==> src/rtl/gn2d_pkg.sv <==
// Package: shared widths, operation and gradient codes, table write record.
`default_nettype none
package gn2d_pkg;

  localparam int COORD_W  = 20;
  localparam int ENTRY_W  = 8;
  localparam int NOISE_W  = 16;
  localparam int FADE_W   = 16;
  localparam int DIAG_Q15 = 23170;
  localparam int AXIS_SH  = 15;

  localparam logic OP_WRITE = 1'b0;
  localparam logic OP_EVAL  = 1'b1;

  // gradient select, hash mod 8
  localparam logic [2:0] GRAD_PP = 3'd0;
  localparam logic [2:0] GRAD_PM = 3'd1;
  localparam logic [2:0] GRAD_MP = 3'd2;
  localparam logic [2:0] GRAD_MM = 3'd3;
  localparam logic [2:0] GRAD_XP = 3'd4;
  localparam logic [2:0] GRAD_XM = 3'd5;
  localparam logic [2:0] GRAD_YP = 3'd6;
  localparam logic [2:0] GRAD_YM = 3'd7;

  typedef struct packed {
    logic               we;
    logic [ENTRY_W-1:0] idx;
    logic [ENTRY_W-1:0] val;
  } tbl_wr_t;

endpackage
`default_nettype wire

==> src/rtl/gn2d_fade.sv <==
// Fade curve 6t^5-15t^4+10t^3 in Q16, four register stages.
`default_nettype none
module gn2d_fade #(
  parameter int FRAC_BITS = 12
) (
  input  wire logic                 clk_i,
  input  wire logic                 en_i,
  input  wire logic [FRAC_BITS-1:0] frac_i,
  output logic      [15:0]          fade_o
);
  import gn2d_pkg::*;

  localparam logic [35:0] P_TEN = 36'd10 << 32;

  logic [15:0] t;
  logic [15:0] t1_q;
  logic [31:0] tt_q;
  logic [31:0] t3_full;
  logic [15:0] t3_q;
  logic [35:0] p_d;
  logic [35:0] p_q;
  logic [33:0] pl_q;
  logic [33:0] ph_q;
  logic [52:0] sum;

  assign t       = 16'(frac_i) << (16 - FRAC_BITS);
  assign t3_full = 32'(tt_q[31:16]) * 32'(t1_q);
  assign p_d     = 36'(tt_q) * 36'd6 + P_TEN - ((36'(t1_q) * 36'd15) << 16);
  assign sum     = 53'({ph_q, 18'b0}) + 53'(pl_q);

  always_ff @(posedge clk_i) begin
    if (en_i) begin
      t1_q   <= t;
      tt_q   <= 32'(t) * 32'(t);
      t3_q   <= t3_full[31:16];
      p_q    <= p_d;
      pl_q   <= 34'(t3_q) * 34'(p_q[17:0]);
      ph_q   <= 34'(t3_q) * 34'(p_q[35:18]);
      fade_o <= sum[32 +: FADE_W];
    end
  end
endmodule
`default_nettype wire

==> config.mk <==
export PLATFORM = sky130hd
export DESIGN_NAME = gn2d_fade
export DESIGN_NICKNAME = d
export VERILOG_FILES = /design/src/rtl/gn2d_pkg.sv /design/src/rtl/gn2d_fade.sv
export SDC_FILE = /design/constraint.sdc
export NUM_CORES = 2
export LEC_CHECK = 0
export ABC_CLOCK_PERIOD_IN_PS = 8250
export BUFFER_PORTS_ARGS = -buffer_cell sky130_fd_sc_hd__buf_2
export CAP_MARGIN = 20
export CORE_MARGIN = 2
export CORE_UTILIZATION = 25
export DETAILED_ROUTE_END_ITERATION = 10
export SLEW_MARGIN = 20
export SYNTH_ARGS = -nofsm -noshare
export SYNTH_HDL_FRONTEND = slang
export SYNTH_SLANG_ARGS = --single-unit
export TNS_END_PERCENT = 1
==> constraint.sdc <==
create_clock -name clk_i -period 8.25 [get_ports clk_i]
set_input_delay 1.2375 -clock clk_i [delete_from_list [all_inputs] [get_ports clk_i]]
set_output_delay 1.2375 -clock clk_i [all_outputs]
set_load 0.01 [all_outputs]
[After elaboration in Yosys (flattened, before gate mapping)]
Cells that the tools add are included.
Word-level totals
  register bits: 168
  input bits: 14
  output and inout port bits: 16
  logic and storage cells: 16
Cells by class
  $add $sub $neg: 3
  multiply operators: 6
Operator list (count)
  $add 48x34->48: 1
  $add 35x36->36 const B: 1
  $sub 36x36->36: 1
  $mul 16x18->34: 1
  $mul 16x18->30: 1
  $mul 16x12->28: 1
  $mul 24x2->26 const B: 1
  $mul 12x12->24: 1
  $mul 12x4->16 const B: 1

[Longest topological paths before layout]
  word-level depth: 3
  mapped depth: 26
  depth with buffers taken out: 23

[Worst setup path before layout]
Ideal clock, no wire load.
  path type: in2reg
  start point: input port frac_i[6]
  end point: register tt_q[31], data pin
  library setup time: 259 ps
  arrival: 6025 ps
  data required time: 7991 ps
  setup slack: 1966 ps
  stages on the path: 19
  buffers on the path: 1
  path through: clkbuf_1 -> inv_1 -> nor2_1 -> fa_1 -> inv_1 -> fa_1 -> fa_1 -> fa_1 -> inv_1 -> fa_1 -> ha_1 -> a21o_1 -> a21oi_1 -> o31a_1 -> o21ai_1 -> or4b_1 -> a31oi_1 -> o21ai_1 -> xnor2_1
Between the ends
  cells in the longest elaborated chain, start to end: 1
RTL lines
  start: declaration: line gn2d_fade.sv:8  | input wire logic [FRAC_BITS-1:0] frac_i,
  $mul 12x12->24: line gn2d_fade.sv:34  | tt_q <= 32'(t) * 32'(t);
  end signal: assignment: line gn2d_fade.sv:34
  end: declaration: line gn2d_fade.sv:17  | logic [31:0] tt_q;
Every way passes these cells.
A chain may end at the register's enable or synchronous reset.

[Worst setup path after layout]
  start point: register t3_q[1]
  end point: register ph_q[28], data pin
Between the ends
  cells in the longest elaborated chain, start to end: 1
RTL lines
  start: declaration: line gn2d_fade.sv:19  | logic [15:0] t3_q;
  start signal: assignment: line gn2d_fade.sv:35  | t3_q <= t3_full[31:16];
  $mul 16x18->30: line gn2d_fade.sv:38  | ph_q <= 34'(t3_q) * 34'(p_q[35:18]);
  end signal: assignment: line gn2d_fade.sv:38
  end: declaration: line gn2d_fade.sv:23  | logic [33:0] ph_q;
Every way passes these cells.

==> metrics.yaml <==
syn_avg_cell_area_sq_um: 9.51
vias: 20900
drc: 0
cts_tree: "yes"
max_slew.worst_pin.slew_ns: 1.00
drtAntennaViolNets: 0
place_congestion: 0.825
drv_cap: 0
place_ws_ns: 1.31
endpoint_kind: "flip-flop"
setup_violations: 0
skew_ns: 0.0357
async_flop_share: 0
grt_pass1_vias: 22300
cts_buffers: 17
first_pass_iters: 5
post_cts_resized: 0
stdcell_area_sq_um: 33400
fmax_ghz: 0.144
cp_cell_sequence: "nand2_1, fa_1, fa_1, fa_1, inv_1, fa_1, fa_1, inv_1, fa_1, inv_1, ha_1, a21o_1, a21o_1, a21o_1, a21oi_1, o21ai_0, a31oi_1, a21oi_1, a311o_1, a21oi_1, xnor2_1"
grt_max_degree: 77
worst_path_largest_cell_delay_ns: 0.92
postPlaceCellArea_sq_um: 32700
crit_path_max_fanout: 27
ys_seq_area_frac: 0.134
synth_edf_count: 138
cts-root-buf: "clkbuf_16"
clk_pin_slew_ns: 0.06
post-cts-setup-buffers: 0
wl_mm: 65.8
postCtsHoldBufs: 0
slew_headroom: 0.331
dieArea_sq_um: 126000
htreeDepth: 4
seqCellArea_sq_um: 4140
slew_viol_final: 0
cp_common_cell: "fa_1"
die_h_um: 355
worstPathArrival_ns: 7.17
io_pins: 30
n_antenna_cell: 0
critical_path_class: "reg2reg"
grt_use_total: 0.110
report.final.hold_viol_count: 0
synth_nets: 4205
tns_ns: 0
finalCriticalPeriod_ns: 6.93
core-area_sq_um: 122000
synth_cell_types: 64
synthFlopType: "edfxtp_1"
antenna_found_initial: 5
start_util: 0.253
fin_ws_ns: 1.32
drtIter0Drc: 1063
rsz0062_at_grt: "no"
multi_input_area_sq_um: 23700
synth_warnings: 0
worstPathRequired_ns: 8.49
clock_path_buffers: 2
area_growth_pct: 8.18
routedWlPerCell_um: 13.6
nNetsFinal: 4160
drive_gt1_frac: 0.0286
die_x_um: 355
insertion_delay_ns: 0.50
portBuffers: 29
clock-sinks: 138
rows: 128
grt_pass1_wl_mm: 112
post-route-period-util: 0.840
synth_seq_cells: 138
n_fill_cell: 12900
post-dp-hpwl_mm: 53.5
cpMaxStageDelayCell: "edfxtp_1"
syn_area_sq_um: 30900
grt.overflow.total: 0
synth_cells: 3245
status: "finished clean"
viasPerCell: 4.31
start_kind: "flip-flop"
min-delay-path-class: "reg2reg"
-- layout by cell type (no fill, tap or decap), drive strengths merged, types with 42 or more instances in the layout --
cell type / n
inv: 688
fa: 551
nand2: 413
ha: 395
and2: 306
edfxtp: 138
xnor2: 108
nor2: 84
a21oi: 84
o21ai: 58
buf: 42
-- logic make-up (layout without fill, tap and decap cells) --
group / Yosys count / after routing / synth area share
multiplexers: 1 / 1 / 0.000365
AO/OA/AOI/OAI: 295 / 295 / 0.0632
AND/OR/NAND/NOR: 926 / 926 / 0.146
flip-flops: 138 / 138 / 0.134
XOR/XNOR: 148 / 148 / 0.0420
adder cells (fa/ha/maj): 946 / 946 / 0.518
buffers and inverters: 791 / 759 / 0.0965
-- routing by layer --
layer | wire (um) | GRT usage | vias to the layer above
li1 | - | - | 9928
met1 | 30400 | 0.144 | 10500
met2 | 31800 | 0.190 | 363
met3 | 2560 | 0.0167 | 68
met4 | 1050 | 0.0275 | 0
met5 | 0 | 0 | -
-- state kept, by name, summed over array words and instances, names as in the netlist --
register  count
pl_q         16
fade_o       16
p_q          26
t3_q         16
t1_q         11
ph_q         30
tt_q         23
-- synthesized netlist by cell type, types with 50 or more instances --
master      n  share of area
nand2_1   413          0.050
clkbuf_1  104          0.013
xnor2_1   108          0.031
edfxtp_1  138           0.13
ha_1      395           0.16
nor2_1     84          0.010
and2_1    306          0.062
a21oi_1    81          0.013
o21ai_0    50         0.0081
fa_1      551           0.36
inv_1     685          0.083
-- layout make-up --
cell class | count | area share
multi-input combinational | 2316 | 0.711
sequential | 138 | 0.124
inverter | 685 | 0.0770
tap | 1625 | 0.0609
clock buffer | 19 | 0.0130
timing repair buffer | 42 | 0.00746
clock inverter | 13 | 0.00648
-- path summary, 6_finish.rpt --
check                           slack, ns                    to          startpoint  cells after the start
worst max-delay path                 1.32    ph_q[28]$_DFFE_PP_   t3_q[1]$_DFFE_PP_                     21
worst min-delay path                 0.56  fade_o[15]$_DFFE_PP_  ph_q[29]$_DFFE_PP_                      1
worst max register to register       1.32    ph_q[28]$_DFFE_PP_   t3_q[1]$_DFFE_PP_                     21
worst min register to register       0.56  fade_o[15]$_DFFE_PP_  ph_q[29]$_DFFE_PP_                      1
-- through the flow --
stage          hold WS, ns  utilization  instances
4_1_cts              0.575        0.273       4838
3_5_place_dp         0.560        0.268       4806
3_3_place_gp         0.565        0.268       4806
5_1_grt              0.593        0.273       4838
6_report             0.565        0.273       4838
2_1_floorplan        0.527            -       3245
-- critical path, delay by kind of cell (launching register included) --
kind / cells / cell delay, ns
compound gates: 9 / 1.98
xor+xnor: 1 / 0.08
fa+ha+maj: 7 / 3.38
buf+inv: 3 / 0.15
flops: 1 / 0.92
simple gates: 1 / 0.18
Power is not shown: default switching activity piles up to over one toggle a cycle in this logic, so the estimate is an artifact.
